File: src/sv/sfr_pkg.sv
// Shared types and constants for the serial frame receiver.
// Used by the controller, the datapath and the top level; no dependencies.
package sfr_pkg;

    localparam int BYTE_W  = 8;
    localparam int CFG_IW  = 3;
    localparam int STAT_W  = 2;
    localparam int INDEX_W = 5;

    localparam logic [CFG_IW-1:0] CFG_START_MARKER = 3'd0;
    localparam logic [CFG_IW-1:0] CFG_END_MARKER   = 3'd1;
    localparam logic [CFG_IW-1:0] CFG_ACK_CODE     = 3'd2;
    localparam logic [CFG_IW-1:0] CFG_NACK_CODE    = 3'd3;

    localparam logic [BYTE_W-1:0] START_MARKER_RST = 8'd2;
    localparam logic [BYTE_W-1:0] END_MARKER_RST   = 8'd3;
    localparam logic [BYTE_W-1:0] ACK_CODE_RST     = 8'd6;
    localparam logic [BYTE_W-1:0] NACK_CODE_RST    = 8'd21;

    // Result kind; the encoding is the status code of the result.
    typedef enum logic [STAT_W-1:0] {
        OUT_PAYLOAD = 2'd0,
        OUT_ACK     = 2'd1,
        OUT_NACK    = 2'd2,
        OUT_LONG    = 2'd3
    } out_kind_t;

    typedef enum logic [7:0] {
        S_START  = 8'b0000_0001,
        S_LENGTH = 8'b0000_0010,
        S_DATA   = 8'b0000_0100,
        S_CHECK  = 8'b0000_1000,
        S_END    = 8'b0001_0000,
        S_READ   = 8'b0010_0000,
        S_SEND   = 8'b0100_0000,
        S_ACK    = 8'b1000_0000
    } state_t;

    typedef struct packed {
        logic      clr_xor;
        logic      len_load;
        logic      data_wr;
        logic      chk_load;
        logic      idx_clr;
        logic      rd_en;
        logic      idx_inc;
        logic      out_load;
        out_kind_t out_kind;
    } cmd_t;

    typedef struct packed {
        logic start_hit;
        logic len_long;
        logic len_zero;
        logic data_done;
        logic end_hit;
        logic xor_match;
        logic cnt_zero;
        logic idx_last;
        logic out_free;
    } sts_t;

endpackage

File: src/sv/sfr_ram.sv
// Generic single-write, single-read RAM with registered read data.
// No dependencies.
module sfr_ram #(
    parameter int WIDTH = 8,
    parameter int DEPTH = 32,
    localparam int AW = (DEPTH > 1) ? $clog2(DEPTH) : 1
) (
    input  logic             clk,
    input  logic             we,
    input  logic [AW-1:0]    waddr,
    input  logic [WIDTH-1:0] wdata,
    input  logic             re,
    input  logic [AW-1:0]    raddr,
    output logic [WIDTH-1:0] rdata
);

    logic [WIDTH-1:0] mem [DEPTH];

    always_ff @(posedge clk)
    begin
        if (we)
        begin
            mem[waddr] <= wdata;
        end
        if (re)
        begin
            rdata <= mem[raddr];
        end
    end

endmodule

File: src/sv/sfr_ctrl.sv
// Frame controller state machine: sequences frame parsing and payload replay.
// Depends on sfr_pkg; drives commands to and reads status from sfr_dp.
module sfr_ctrl (
    input  logic          clk,
    input  logic          rst_n,
    input  logic          rx_valid,
    output logic          rx_ready,
    input  sfr_pkg::sts_t sts,
    output sfr_pkg::cmd_t cmd
);

    sfr_pkg::state_t state_reg;
    sfr_pkg::state_t state_next;
    logic            accept;

    assign rx_ready = ((state_reg == sfr_pkg::S_START) || (state_reg == sfr_pkg::S_LENGTH)
                    || (state_reg == sfr_pkg::S_DATA) || (state_reg == sfr_pkg::S_CHECK)
                    || (state_reg == sfr_pkg::S_END)) && sts.out_free;
    assign accept = rx_valid && rx_ready;

    always_comb
    begin
        state_next   = state_reg;
        cmd          = '0;
        cmd.out_kind = sfr_pkg::OUT_PAYLOAD;
        unique case (state_reg)
            sfr_pkg::S_START:
            begin
                if (accept && sts.start_hit)
                begin
                    cmd.clr_xor = 1'b1;
                    state_next  = sfr_pkg::S_LENGTH;
                end
            end
            sfr_pkg::S_LENGTH:
            begin
                if (accept)
                begin
                    cmd.len_load = 1'b1;
                    if (sts.len_long)
                    begin
                        cmd.out_load = 1'b1;
                        cmd.out_kind = sfr_pkg::OUT_LONG;
                        state_next   = sfr_pkg::S_START;
                    end
                    else if (sts.len_zero)
                    begin
                        state_next = sfr_pkg::S_CHECK;
                    end
                    else
                    begin
                        state_next = sfr_pkg::S_DATA;
                    end
                end
            end
            sfr_pkg::S_DATA:
            begin
                if (accept)
                begin
                    cmd.data_wr = 1'b1;
                    if (sts.data_done)
                    begin
                        state_next = sfr_pkg::S_CHECK;
                    end
                end
            end
            sfr_pkg::S_CHECK:
            begin
                if (accept)
                begin
                    cmd.chk_load = 1'b1;
                    state_next   = sfr_pkg::S_END;
                end
            end
            sfr_pkg::S_END:
            begin
                if (accept)
                begin
                    state_next = sfr_pkg::S_START;
                    if (sts.end_hit)
                    begin
                        if (sts.xor_match)
                        begin
                            cmd.idx_clr = 1'b1;
                            state_next  = sts.cnt_zero ? sfr_pkg::S_ACK : sfr_pkg::S_READ;
                        end
                        else
                        begin
                            cmd.out_load = 1'b1;
                            cmd.out_kind = sfr_pkg::OUT_NACK;
                        end
                    end
                end
            end
            sfr_pkg::S_READ:
            begin
                cmd.rd_en  = 1'b1;
                state_next = sfr_pkg::S_SEND;
            end
            sfr_pkg::S_SEND:
            begin
                if (sts.out_free)
                begin
                    cmd.out_load = 1'b1;
                    cmd.out_kind = sfr_pkg::OUT_PAYLOAD;
                    cmd.idx_inc  = 1'b1;
                    state_next   = sts.idx_last ? sfr_pkg::S_ACK : sfr_pkg::S_READ;
                end
            end
            sfr_pkg::S_ACK:
            begin
                if (sts.out_free)
                begin
                    cmd.out_load = 1'b1;
                    cmd.out_kind = sfr_pkg::OUT_ACK;
                    state_next   = sfr_pkg::S_START;
                end
            end
            default:
            begin
                state_next = sfr_pkg::S_START;
            end
        endcase
    end

    always_ff @(posedge clk or negedge rst_n)
    begin
        if (!rst_n)
        begin
            state_reg <= sfr_pkg::S_START;
        end
        else
        begin
            state_reg <= state_next;
        end
    end

endmodule

File: src/sv/sfr_dp.sv
// Frame datapath: configuration registers, counters, checksum, payload store
// and output register. Depends on sfr_pkg and sfr_ram; commanded by sfr_ctrl.
module sfr_dp #(
    parameter int PAYLOAD_DEPTH = 32
) (
    input  logic                          clk,
    input  logic                          rst_n,
    input  logic                          cfg_we,
    input  logic [sfr_pkg::CFG_IW-1:0]    cfg_index,
    input  logic [sfr_pkg::BYTE_W-1:0]    cfg_data,
    input  logic [sfr_pkg::BYTE_W-1:0]    rx_byte,
    input  sfr_pkg::cmd_t                 cmd,
    output sfr_pkg::sts_t                 sts,
    output logic                          out_valid,
    input  logic                          out_ready,
    output logic [sfr_pkg::STAT_W-1:0]    status,
    output logic [sfr_pkg::BYTE_W-1:0]    data_byte,
    output logic [sfr_pkg::INDEX_W-1:0]   byte_index,
    output logic                          send_reply,
    output logic                          last
);

    localparam int CNT_W = $clog2(PAYLOAD_DEPTH + 1);
    localparam int AW    = (PAYLOAD_DEPTH > 1) ? $clog2(PAYLOAD_DEPTH) : 1;

    logic [sfr_pkg::BYTE_W-1:0]  start_marker_reg;
    logic [sfr_pkg::BYTE_W-1:0]  end_marker_reg;
    logic [sfr_pkg::BYTE_W-1:0]  ack_code_reg;
    logic [sfr_pkg::BYTE_W-1:0]  nack_code_reg;
    logic [CNT_W-1:0]            exp_len_reg;
    logic [CNT_W-1:0]            cnt_reg;
    logic [CNT_W-1:0]            idx_reg;
    logic [sfr_pkg::BYTE_W-1:0]  xor_reg;
    logic [sfr_pkg::BYTE_W-1:0]  chk_reg;
    logic                        out_valid_reg;
    logic [sfr_pkg::STAT_W-1:0]  status_reg;
    logic [sfr_pkg::BYTE_W-1:0]  data_reg;
    logic [sfr_pkg::INDEX_W-1:0] index_reg;
    logic                        reply_reg;
    logic                        last_reg;
    logic [CNT_W:0]              cnt_plus;
    logic [CNT_W:0]              idx_plus;
    logic                        store_wr;
    logic [sfr_pkg::BYTE_W-1:0]  rd_data;
    logic [sfr_pkg::BYTE_W-1:0]  out_data_next;

    assign cnt_plus = {1'b0, cnt_reg} + 1'b1;
    assign idx_plus = {1'b0, idx_reg} + 1'b1;
    assign store_wr = cmd.data_wr && (cnt_reg < CNT_W'(PAYLOAD_DEPTH));

    assign sts.start_hit = (rx_byte == start_marker_reg);
    assign sts.len_long  = (rx_byte > 8'(PAYLOAD_DEPTH));
    assign sts.len_zero  = (rx_byte == '0);
    assign sts.data_done = (cnt_plus >= {1'b0, exp_len_reg})
                        || (cnt_plus >= (CNT_W + 1)'(PAYLOAD_DEPTH));
    assign sts.end_hit   = (rx_byte == end_marker_reg);
    assign sts.xor_match = (xor_reg == chk_reg);
    assign sts.cnt_zero  = (cnt_reg == '0);
    assign sts.idx_last  = (idx_plus == {1'b0, cnt_reg});
    assign sts.out_free  = !out_valid_reg || out_ready;

    sfr_ram #(
        .WIDTH (sfr_pkg::BYTE_W),
        .DEPTH (PAYLOAD_DEPTH)
    ) u_store (
        .clk   (clk),
        .we    (store_wr),
        .waddr (cnt_reg[AW-1:0]),
        .wdata (rx_byte),
        .re    (cmd.rd_en),
        .raddr (idx_reg[AW-1:0]),
        .rdata (rd_data)
    );

    always_ff @(posedge clk or negedge rst_n)
    begin
        if (!rst_n)
        begin
            start_marker_reg <= sfr_pkg::START_MARKER_RST;
            end_marker_reg   <= sfr_pkg::END_MARKER_RST;
            ack_code_reg     <= sfr_pkg::ACK_CODE_RST;
            nack_code_reg    <= sfr_pkg::NACK_CODE_RST;
        end
        else if (cfg_we)
        begin
            unique case (cfg_index)
                sfr_pkg::CFG_START_MARKER: start_marker_reg <= cfg_data;
                sfr_pkg::CFG_END_MARKER:   end_marker_reg   <= cfg_data;
                sfr_pkg::CFG_ACK_CODE:     ack_code_reg     <= cfg_data;
                sfr_pkg::CFG_NACK_CODE:    nack_code_reg    <= cfg_data;
                default:                   ;
            endcase
        end
    end

    always_ff @(posedge clk or negedge rst_n)
    begin
        if (!rst_n)
        begin
            exp_len_reg <= '0;
            cnt_reg     <= '0;
            idx_reg     <= '0;
            xor_reg     <= '0;
            chk_reg     <= '0;
        end
        else
        begin
            if (cmd.clr_xor)
            begin
                xor_reg <= '0;
            end
            if (cmd.len_load)
            begin
                cnt_reg     <= '0;
                exp_len_reg <= sts.len_long ? '0 : CNT_W'(rx_byte);
            end
            if (cmd.data_wr)
            begin
                xor_reg <= xor_reg ^ rx_byte;
                if (store_wr)
                begin
                    cnt_reg <= cnt_plus[CNT_W-1:0];
                end
            end
            if (cmd.chk_load)
            begin
                chk_reg <= rx_byte;
            end
            if (cmd.idx_clr)
            begin
                idx_reg <= '0;
            end
            else if (cmd.idx_inc)
            begin
                idx_reg <= idx_plus[CNT_W-1:0];
            end
        end
    end

    always_comb
    begin
        case (cmd.out_kind)
            sfr_pkg::OUT_PAYLOAD: out_data_next = rd_data;
            sfr_pkg::OUT_ACK:     out_data_next = ack_code_reg;
            sfr_pkg::OUT_NACK:    out_data_next = nack_code_reg;
            sfr_pkg::OUT_LONG:    out_data_next = rx_byte;
            default:              out_data_next = rx_byte;
        endcase
    end

    always_ff @(posedge clk or negedge rst_n)
    begin
        if (!rst_n)
        begin
            out_valid_reg <= 1'b0;
        end
        else if (cmd.out_load)
        begin
            out_valid_reg <= 1'b1;
        end
        else if (out_ready)
        begin
            out_valid_reg <= 1'b0;
        end
    end

    always_ff @(posedge clk)
    begin
        if (cmd.out_load)
        begin
            status_reg <= cmd.out_kind;
            data_reg   <= out_data_next;
            index_reg  <= (cmd.out_kind == sfr_pkg::OUT_PAYLOAD)
                        ? sfr_pkg::INDEX_W'(idx_reg) : '0;
            reply_reg  <= (cmd.out_kind == sfr_pkg::OUT_ACK)
                       || (cmd.out_kind == sfr_pkg::OUT_NACK);
            last_reg   <= (cmd.out_kind != sfr_pkg::OUT_PAYLOAD);
        end
    end

    assign out_valid  = out_valid_reg;
    assign status     = status_reg;
    assign data_byte  = data_reg;
    assign byte_index = index_reg;
    assign send_reply = reply_reg;
    assign last       = last_reg;

endmodule

File: src/sv/serial_frame_receiver_top.sv
// Top level of the serial frame receiver: controller plus datapath.
// Depends on sfr_pkg, sfr_ctrl, sfr_dp (and sfr_ram through sfr_dp).
//
//   channel  direction  handshake            payload
//   rx       in         rx_valid/rx_ready    rx_byte
//   out      out        out_valid/out_ready  status, data_byte, byte_index,
//                                            send_reply, last
//   cfg      in         cfg_we               cfg_index, cfg_data
//
// In the receive states a byte is accepted whenever the output register is free.
// A good frame replays its payload byte by byte, each through S_READ then
// S_SEND (store read is registered), then sends the ACK item; rx_ready is low meanwhile.
// Asynchronous active-low reset restores the default markers and codes;
// the payload store is not cleared. A stalled out_ready holds the replay
// and keeps rx_ready low while the output register is full.
module serial_frame_receiver_top #(
    parameter int PAYLOAD_DEPTH = 32
) (
    input  logic                        clk,
    input  logic                        rst_n,
    input  logic                        cfg_we,
    input  logic [sfr_pkg::CFG_IW-1:0]  cfg_index,
    input  logic [sfr_pkg::BYTE_W-1:0]  cfg_data,
    input  logic                        rx_valid,
    output logic                        rx_ready,
    input  logic [sfr_pkg::BYTE_W-1:0]  rx_byte,
    output logic                        out_valid,
    input  logic                        out_ready,
    output logic [sfr_pkg::STAT_W-1:0]  status,
    output logic [sfr_pkg::BYTE_W-1:0]  data_byte,
    output logic [sfr_pkg::INDEX_W-1:0] byte_index,
    output logic                        send_reply,
    output logic                        last
);

    sfr_pkg::cmd_t cmd;
    sfr_pkg::sts_t sts;

    sfr_ctrl u_ctrl (
        .clk      (clk),
        .rst_n    (rst_n),
        .rx_valid (rx_valid),
        .rx_ready (rx_ready),
        .sts      (sts),
        .cmd      (cmd)
    );

    sfr_dp #(
        .PAYLOAD_DEPTH (PAYLOAD_DEPTH)
    ) u_dp (
        .clk        (clk),
        .rst_n      (rst_n),
        .cfg_we     (cfg_we),
        .cfg_index  (cfg_index),
        .cfg_data   (cfg_data),
        .rx_byte    (rx_byte),
        .cmd        (cmd),
        .sts        (sts),
        .out_valid  (out_valid),
        .out_ready  (out_ready),
        .status     (status),
        .data_byte  (data_byte),
        .byte_index (byte_index),
        .send_reply (send_reply),
        .last       (last)
    );

    a_no_overwrite: assert property (@(posedge clk) disable iff (!rst_n)
        !(cmd.out_load && out_valid && !out_ready))
        else $error("output item overwritten before it was taken");

    a_no_rx_in_replay: assert property (@(posedge clk) disable iff (!rst_n)
        !(rx_ready && (cmd.rd_en || cmd.idx_inc)))
        else $error("receive enabled during payload replay");

    a_payload_fields: assert property (@(posedge clk) disable iff (!rst_n)
        (out_valid && (status == sfr_pkg::OUT_PAYLOAD)) |-> (!last && !send_reply))
        else $error("payload item flagged as last or reply");

endmodule
File: config.mk
export PLATFORM = sky130hd
export DESIGN_NAME = serial_frame_receiver_top
export DESIGN_NICKNAME = d
export VERILOG_FILES = /design/src/sv/sfr_pkg.sv /design/src/sv/sfr_ram.sv /design/src/sv/sfr_ctrl.sv /design/src/sv/sfr_dp.sv /design/src/sv/serial_frame_receiver_top.sv
export SDC_FILE = /design/constraint.sdc
export NUM_CORES = 1
export LEC_CHECK = 0
export ABC_AREA = 1
export BUFFER_PORTS_ARGS = -buffer_cell sky130_fd_sc_hd__buf_2
export CAP_MARGIN = 20
export CORE_ASPECT_RATIO = 1.4
export CORE_MARGIN = 2
export CORE_UTILIZATION = 56
export CTS_BUF_LIST = sky130_fd_sc_hd__clkbuf_4
export CTS_CLUSTER_SIZE = 28
export DETAILED_ROUTE_END_ITERATION = 8
export MAX_ROUTING_LAYER = met4
export PLACE_DENSITY_LB_ADDON = 0.1
export SLEW_MARGIN = 20
export SYNTH_ARGS = -nofsm -noshare
export SYNTH_HDL_FRONTEND = slang
export SYNTH_SLANG_ARGS = --single-unit
File: constraint.sdc
create_clock -name clk -period 4.6 [get_ports clk]
set_input_delay 0.46 -clock clk [delete_from_list [all_inputs] [get_ports clk]]
set_output_delay 0.46 -clock clk [all_outputs]
set_load 0.02 [all_outputs]
Yosys cells after proc, flatten, opt, wreduce, memory -nomap -nowiden
Memory sizes are Yosys's and may differ from the RTL's. A register that Yosys moved wholly into a read port is not among the register bits.
Index checks and enable logic that the tools add are counted.
{"block": "totals", "rom_bits": 0, "in_bits": 24, "out_inout_bits": 19, "latchBits": 0, "register_bits": 92, "wordCells": 123, "ram_bits": 256, "n_memories": 1}
{"block": "op_classes", "n_eq_ne": 26, "n_lt_le_gt_ge": 4, "div_mod_pow": 0, "shift": 0, "muxes": 48, "bitwise_logic": 1, "n_addsub": 2, "n_reduce_logical": 25, "multipliers": 0}
{"memory": "u_dp.u_store.mem", "depth": 32, "width": 8, "read_ports": 1, "rd_clocked_by_memory_dff": 1, "wr": 1, "line": "sfr_ram.sv:17", "text": "logic [WIDTH-1:0] mem [DEPTH];"}
{"operator": "$mux 8", "n": 14}
{"operator": "$pmux 8 s8", "n": 1}
{"operator": "$mux 6", "n": 6}
{"operator": "$pmux 8 s4", "n": 1}
{"operator": "$eq 8x8->1", "n": 3}
{"operator": "$mux 3", "n": 6}
{"operator": "$mux 1", "n": 16}
{"operator": "$add 6x1->7 const B", "n": 2}
{"operator": "$mux 4", "n": 3}
{"operator": "$ne 2x1->1 const B", "n": 6}
{"operator": "$pmux 3 s4", "n": 1}
{"operator": "$eq 8x1->1 const B", "n": 1}
{"operator": "$eq 8x2->1 const B", "n": 1}
{"operator": "$eq 8x3->1 const B", "n": 1}
{"operator": "$eq 8x4->1 const B", "n": 1}
{"operator": "$eq 8x5->1 const B", "n": 1}
{"operator": "$eq 8x6->1 const B", "n": 1}
{"operator": "$eq 8x7->1 const B", "n": 1}
{"operator": "$eq 8x8->1 const B", "n": 1}
{"operator": "$gt 8x6->1 const B", "n": 1}
{"operator": "$logic_not 8->1", "n": 1}
{"operator": "$reduce_and 2->1", "n": 4}
{"operator": "$reduce_and 8->1", "n": 1}
{"operator": "$reduce_bool 2->1", "n": 4}
{"operator": "16 further kinds", "n": 28}

Longest topological paths before layout
{"block": "depth", "ltp_word": 12, "ltp_mapped": 17, "ltp_nobuf": 16}

Hierarchy
Synthesis repeated with hierarchy kept, for this count alone.
{"block": "unflattened", "hier_cells": 1521, "area_unflattened_um2": 15871.5}
{"mod": "sfr_ram", "area_per_inst_um2": 10866.7, "n_inst": 1, "cells_per_inst": 922, "seq_area_each_um2": 7927.6}
{"mod": "sfr_dp", "area_per_inst_um2": 4312.9, "n_inst": 1, "cells_per_inst": 491, "seq_area_each_um2": 2197.1}
{"mod": "sfr_ctrl", "area_per_inst_um2": 691.9, "n_inst": 1, "cells_per_inst": 108, "seq_area_each_um2": 201.4}

Worst setup path after synthesis
Ideal clock, no wire load.
{"block": "synth_timing", "path_type": "flip-flop to flip-flop", "from": "register u_ctrl.state_reg[1]", "to": "register u_dp.data_reg, in the netlist u_dp.data_byte[5], data pin", "stages_incl_launch_ff": 17, "n_path_buf": 1, "setup_slack_ps": 1975, "t_arrival_ps": 2356, "required_time_ps": 4331, "period_less_slack_ps": 2625, "setup_time_ps": 269, "path_cell_list": "dfrtp_1 nor2_1 nand2_1 nor2_4 nor2_2 nand3_2 nand3_4 nor2_4 inv_2 o21ai_1 inv_1 ha_1 clkbuf_1 nand2_1 o21ai_0 a21oi_1 o21ai_0"}
{"element": "start: declaration", "line": "sfr_ctrl.sv:12", "text": "sfr_pkg::state_t state_reg;"}
{"element": "start signal: assignment", "line": "sfr_ctrl.sv:130", "text": "state_reg <= sfr_pkg::S_START;"}
{"element": "start signal: assignment", "line": "sfr_ctrl.sv:134", "text": "state_reg <= state_next;"}
{"element": "end signal: assignment", "line": "sfr_dp.sv:172", "text": "data_reg <= out_data_next;"}
{"element": "end: declaration", "line": "sfr_dp.sv:37", "text": "logic [sfr_pkg::BYTE_W-1:0] data_reg;"}

==> report_table.html <==
<table>
<tr><th>Metric</th><th>Value</th></tr>
<tr><th colspan="2">Detailed routing</th></tr>
<tr><td>Final antenna-violating net count</td><td>0</td></tr>
<tr><td>Wire length reported by the detailed router</td><td>38600 µm</td></tr>
<tr><td>Number of violations reported at the end of detailed-routing iteration 0</td><td>887</td></tr>
<tr><td>Number of remaining DRC errors</td><td>0</td></tr>
<tr><td>DR vias/cell</td><td>5.66</td></tr>
<tr><td>Detailed-router iteration count before antenna repair</td><td>5</td></tr>
<tr><td>Via count</td><td>10800</td></tr>
<tr><td>Wire length per cell after detailed routing</td><td>20.2 µm</td></tr>
<tr><th colspan="2">Yosys</th></tr>
<tr><td>Flip-flop and latch count after synthesis</td><td>356</td></tr>
<tr><td>Dominant cell type by area after synthesis</td><td>edfxtp_1</td></tr>
<tr><td>Sequential-to-total area share from yosys stat</td><td>0.674</td></tr>
<tr><td>Share of flip-flops with an asynchronous set or reset</td><td>0.211</td></tr>
<tr><td>Share of the synthesized area in the top cell type</td><td>0.551</td></tr>
<tr><td>Top cells by area, synth</td><td>edfxtp_1, dfrtp_1, nand2_1, o21ai_0, nor2_1</td></tr>
<tr><td>Number of unique standard cell types used by synthesis</td><td>36</td></tr>
<tr><td>Post-Syn Area per Cell</td><td>11.0 µm²</td></tr>
<tr><td>Number of warnings printed during yosys synthesis</td><td>0</td></tr>
<tr><td>Cell area after technology mapping</td><td>15300 µm²</td></tr>
<tr><td>Number of enable flip-flop cells after synthesis</td><td>281</td></tr>
<tr><td>Most used flip-flop cell after synthesis</td><td>edfxtp_1</td></tr>
<tr><td>Net count of the mapped netlist</td><td>1432</td></tr>
<tr><td>Cells after Synth</td><td>1392</td></tr>
<tr><th colspan="2">Setup path</th></tr>
<tr><td>Critical path required time</td><td>5.07 ns</td></tr>
<tr><td>Worst Setup End Kind</td><td>flip-flop</td></tr>
<tr><td>Data arrival time of the critical path</td><td>3.54 ns</td></tr>
<tr><td>Worst-path maximum fanout</td><td>9</td></tr>
<tr><td>Crit Path Class</td><td>reg -&gt; reg</td></tr>
<tr><td>Critical path startpoint category</td><td>flip-flop</td></tr>
<tr><th colspan="2">Global routing</th></tr>
<tr><td>Global-route wire length before repair</td><td>59500 µm</td></tr>
<tr><td>Number of antenna violations at the first check in global routing</td><td>1</td></tr>
<tr><td>Overflow after GRT</td><td>0</td></tr>
<tr><td>GR Util All Layers</td><td>0.288</td></tr>
<tr><td>Via count of the first global-routing pass</td><td>10600</td></tr>
<tr><td>Largest net degree at the start of global routing</td><td>92</td></tr>
<tr><th colspan="2">Die</th></tr>
<tr><td>Area of the die</td><td>28700 µm²</td></tr>
<tr><td>Horizontal die dimension</td><td>144 µm</td></tr>
<tr><td>Placeable core area</td><td>26900 µm²</td></tr>
<tr><td>Die extent in y</td><td>200 µm</td></tr>
<tr><td>I/O pin total</td><td>43</td></tr>
<tr><td>Row count</td><td>71</td></tr>
<tr><td>Starting Density</td><td>0.569</td></tr>
<tr><th colspan="2">Clocking</th></tr>
<tr><td>Clock Sink Count</td><td>356</td></tr>
<tr><td>Source-to-sink clock delay at the later pin of the worst-skew pair</td><td>0.74 ns</td></tr>
<tr><td>Clock Root Buffer</td><td>clkbuf_4</td></tr>
<tr><td>H-tree levels</td><td>3</td></tr>
<tr><td>CTS Buffer Depth</td><td>3</td></tr>
<tr><td>Clock transition time at the flip-flop clock pins of the worst setup and hold paths</td><td>0.07 ns</td></tr>
<tr><td>TritonCTS clock tree</td><td>yes</td></tr>
<tr><td>Post-CTS repair timing setup buffer count</td><td>0</td></tr>
<tr><td>Number of buffers created by CTS</td><td>84</td></tr>
<tr><td>Resize count post-CTS</td><td>0</td></tr>
<tr><th colspan="2">STA</th></tr>
<tr><td>Final setup skew</td><td>0.0412 ns</td></tr>
<tr><td>Fin crit share</td><td>0.666</td></tr>
<tr><td>Hold violation total from the final report</td><td>0</td></tr>
<tr><td>Least setup slack across all paths after layout</td><td>1.53 ns</td></tr>
<tr><td>Total Negative Setup Slacks</td><td>0 ns</td></tr>
<tr><td>Headroom to the max-slew limit</td><td>0.325</td></tr>
<tr><td>Count of endpoints failing setup in the final report</td><td>0</td></tr>
<tr><td>Max-slew violation count</td><td>0</td></tr>
<tr><td>RSZ-0062 raised after global routing</td><td>false</td></tr>
<tr><td>Slew at the pin closest to its max-slew limit</td><td>1.01 ns</td></tr>
<tr><td>Minimum period implied by the final worst setup slack</td><td>3.07 ns</td></tr>
<tr><td>Peak clock frequency supported by timing</td><td>0.326 GHz</td></tr>
<tr><th colspan="2">Power</th></tr>
<tr><td>Power per Cell Area</td><td>386 nW/µm²</td></tr>
<tr><td>Maximum vdd drop</td><td>0.225 mV</td></tr>
<tr><td>Cell leakage power</td><td>6.72 nW</td></tr>
<tr><th colspan="2">Place</th></tr>
<tr><td>Buffers added on ports</td><td>42</td></tr>
<tr><td>HPWL after detailed placement</td><td>24700 µm</td></tr>
<tr><td>Pre-CTS setup slack</td><td>1.53 ns</td></tr>
<tr><td>Routability-driven placement congestion ratio</td><td>0.892</td></tr>
<tr><th colspan="2">Finish</th></tr>
<tr><td>Max reg flops</td><td>256</td></tr>
<tr><td>Growth of design area from synthesis to finish</td><td>11.8%</td></tr>
<tr><td>Largest register by flop count</td><td>u_dp.u_store.mem</td></tr>
<tr><td>Share of layout cells above drive strength 1</td><td>0.145</td></tr>
<tr><td>Area of the multi-input gates</td><td>4440 µm²</td></tr>
<tr><td>Fillers</td><td>2137</td></tr>
<tr><td>Sequential cell area</td><td>10300 µm²</td></tr>
<tr><td>NumNets Final</td><td>1521</td></tr>
<tr><td>Post-route core utilization</td><td>0.637</td></tr>
<tr><th colspan="2">Min path</th></tr>
<tr><td>Type of the worst min-delay path</td><td>in -&gt; reg</td></tr>
<tr><th colspan="2">Status</th></tr>
<tr><td>Outcome</td><td>completed</td></tr>
<tr><th colspan="2">Job</th></tr>
<tr><td>Max-Cap Viols</td><td>0</td></tr>
</table>
## Yosys cell counts, drive strengths merged, types with 20 or more instances
cell type,n
dfrtp,66
nand2,270
o22ai,54
nor2,194
nand3,51
inv,81
edfxtp,281
o21ai,177
a21oi,41
clkbuf,47
mux2i,20
## area by class of cell
type,count,share of cell area
clock buffer,122,0.0535
sequential,356,0.603
inverter,84,0.0187
antenna,1,0.000146
multi-input combinational,891,0.259
tap,365,0.0267
clock inverter,29,0.0145
timing repair buffer,64,0.0244
## logic make-up (layout without fill, tap and decap cells)
group | after synthesis | in the layout | synth area share
XOR/XNOR | 26 | 26 | 0.0149
AO/OA/AOI/OAI | 293 | 293 | 0.103
AND/OR/NAND/NOR | 536 | 536 | 0.145
adder cells (fa/ha/maj) | 16 | 16 | 0.0131
other | 0 | 1 | 0
buffers and inverters | 145 | 299 | 0.0368
flip-flops | 356 | 356 | 0.674
multiplexers | 20 | 20 | 0.0131
## worst max-delay path, stage by stage (launching register included)
cell and delay [ns]:
dfrtp_1 0.42, nor2_2 0.13, nand2_1 0.13, nor2_2 0.28, nor2_2 0.10, nand3_2 0.13
nand3_4 0.14, nor2_4 0.23, inv_2 0.11, o21ai_1 0.27, inv_1 0.13, ha_1 0.32
nand2_1 0.10, o21ai_0 0.09, a21oi_1 0.15, o21ai_0 0.09
## per-stage QoR
step | hold WS, ns | area (µm²) | total power (W) | std cells
floorplan | 0.164 | 15300 | 0.00380 | 1392
global route | 0.0538 | 17100 | 0.00686 | 1912
CTS | 0.0131 | 17100 | 0.00667 | 1910
global placement | 0.466 | 15900 | 0.00393 | 1753
finish | 0.0536 | 17100 | 0.00662 | 1912
detailed placement | 0.481 | 15900 | 0.00393 | 1753
## layout by cell type, fill, tap and decap left out, drive strengths merged
master,Yosys,layout
edfxtp,281,281
nand2,270,270
nor2,194,194
o21ai,177,177
clkbuf,47,122
inv,81,83
dfrtp,66,66
buf,14,58
o22ai,54,54
nand3,51,51
a21oi,41,41
clkinv,3,25
mux2i,20,20
o211ai,16,16
ha,16,16
xnor2,15,15
nand4,12,12
xor2,11,11
dfstp,9,9
dlygate4sd3,0,6
nor3,5,5
bufinv,0,5
nand3b,3,3
o31ai,2,2
diode,0,1
nor4,1,1
o21bai,1,1
a211oi,1,1
a31oi,1,1
## repair_timing
item	4_1_cts	5_1_grt
endpoints found under the setup margin	0	0
hold buffers	6	0
endpoints found under the hold margin	78	0
## metal layers
layer / up-vias / share of wire / track usage
li1: 5095 / - / -
met1: 5209 / 0.38 / 0.344
met2: 418 / 0.52 / 0.488
met3: 95 / 0.062 / 0.0491
met4: 0 / 0.035 / 0.117
met5: - / 0 / -
## report_power, final
| group | internal [W] | total, W | switching (W) |
|---|---|---|---|
| logic | 0.0000837 | 0.000280 | 0.000196 |
| clock network | 0.00150 | 0.00275 | 0.00125 |
| registers | 0.00354 | 0.00359 | 0.0000471 |
| total | 0.00513 | 0.00662 | 0.00149 |
## final timing paths
kind | slack, ns | to | start | depth (start not counted)
hold reg to reg | 0.49 | u_dp.ack_code_reg[1] | u_dp.ack_code_reg[1] | 2
setup / recovery | 1.53 | u_dp.data_byte[7] | u_ctrl.state_reg[7] | 15
max in group asynchronous | 3.44 | u_dp.idx_reg[0] | rst_n | 2
setup reg to reg | 1.53 | u_dp.data_byte[7] | u_ctrl.state_reg[7] | 15
hold / removal | 0.05 | u_dp.ack_code_reg[5] | cfg_data[5] | 3
min in group asynchronous | 0.39 | u_dp.start_marker_reg[6] | rst_n | 2
No activity file was read; power rests on OpenSTA's default activity.
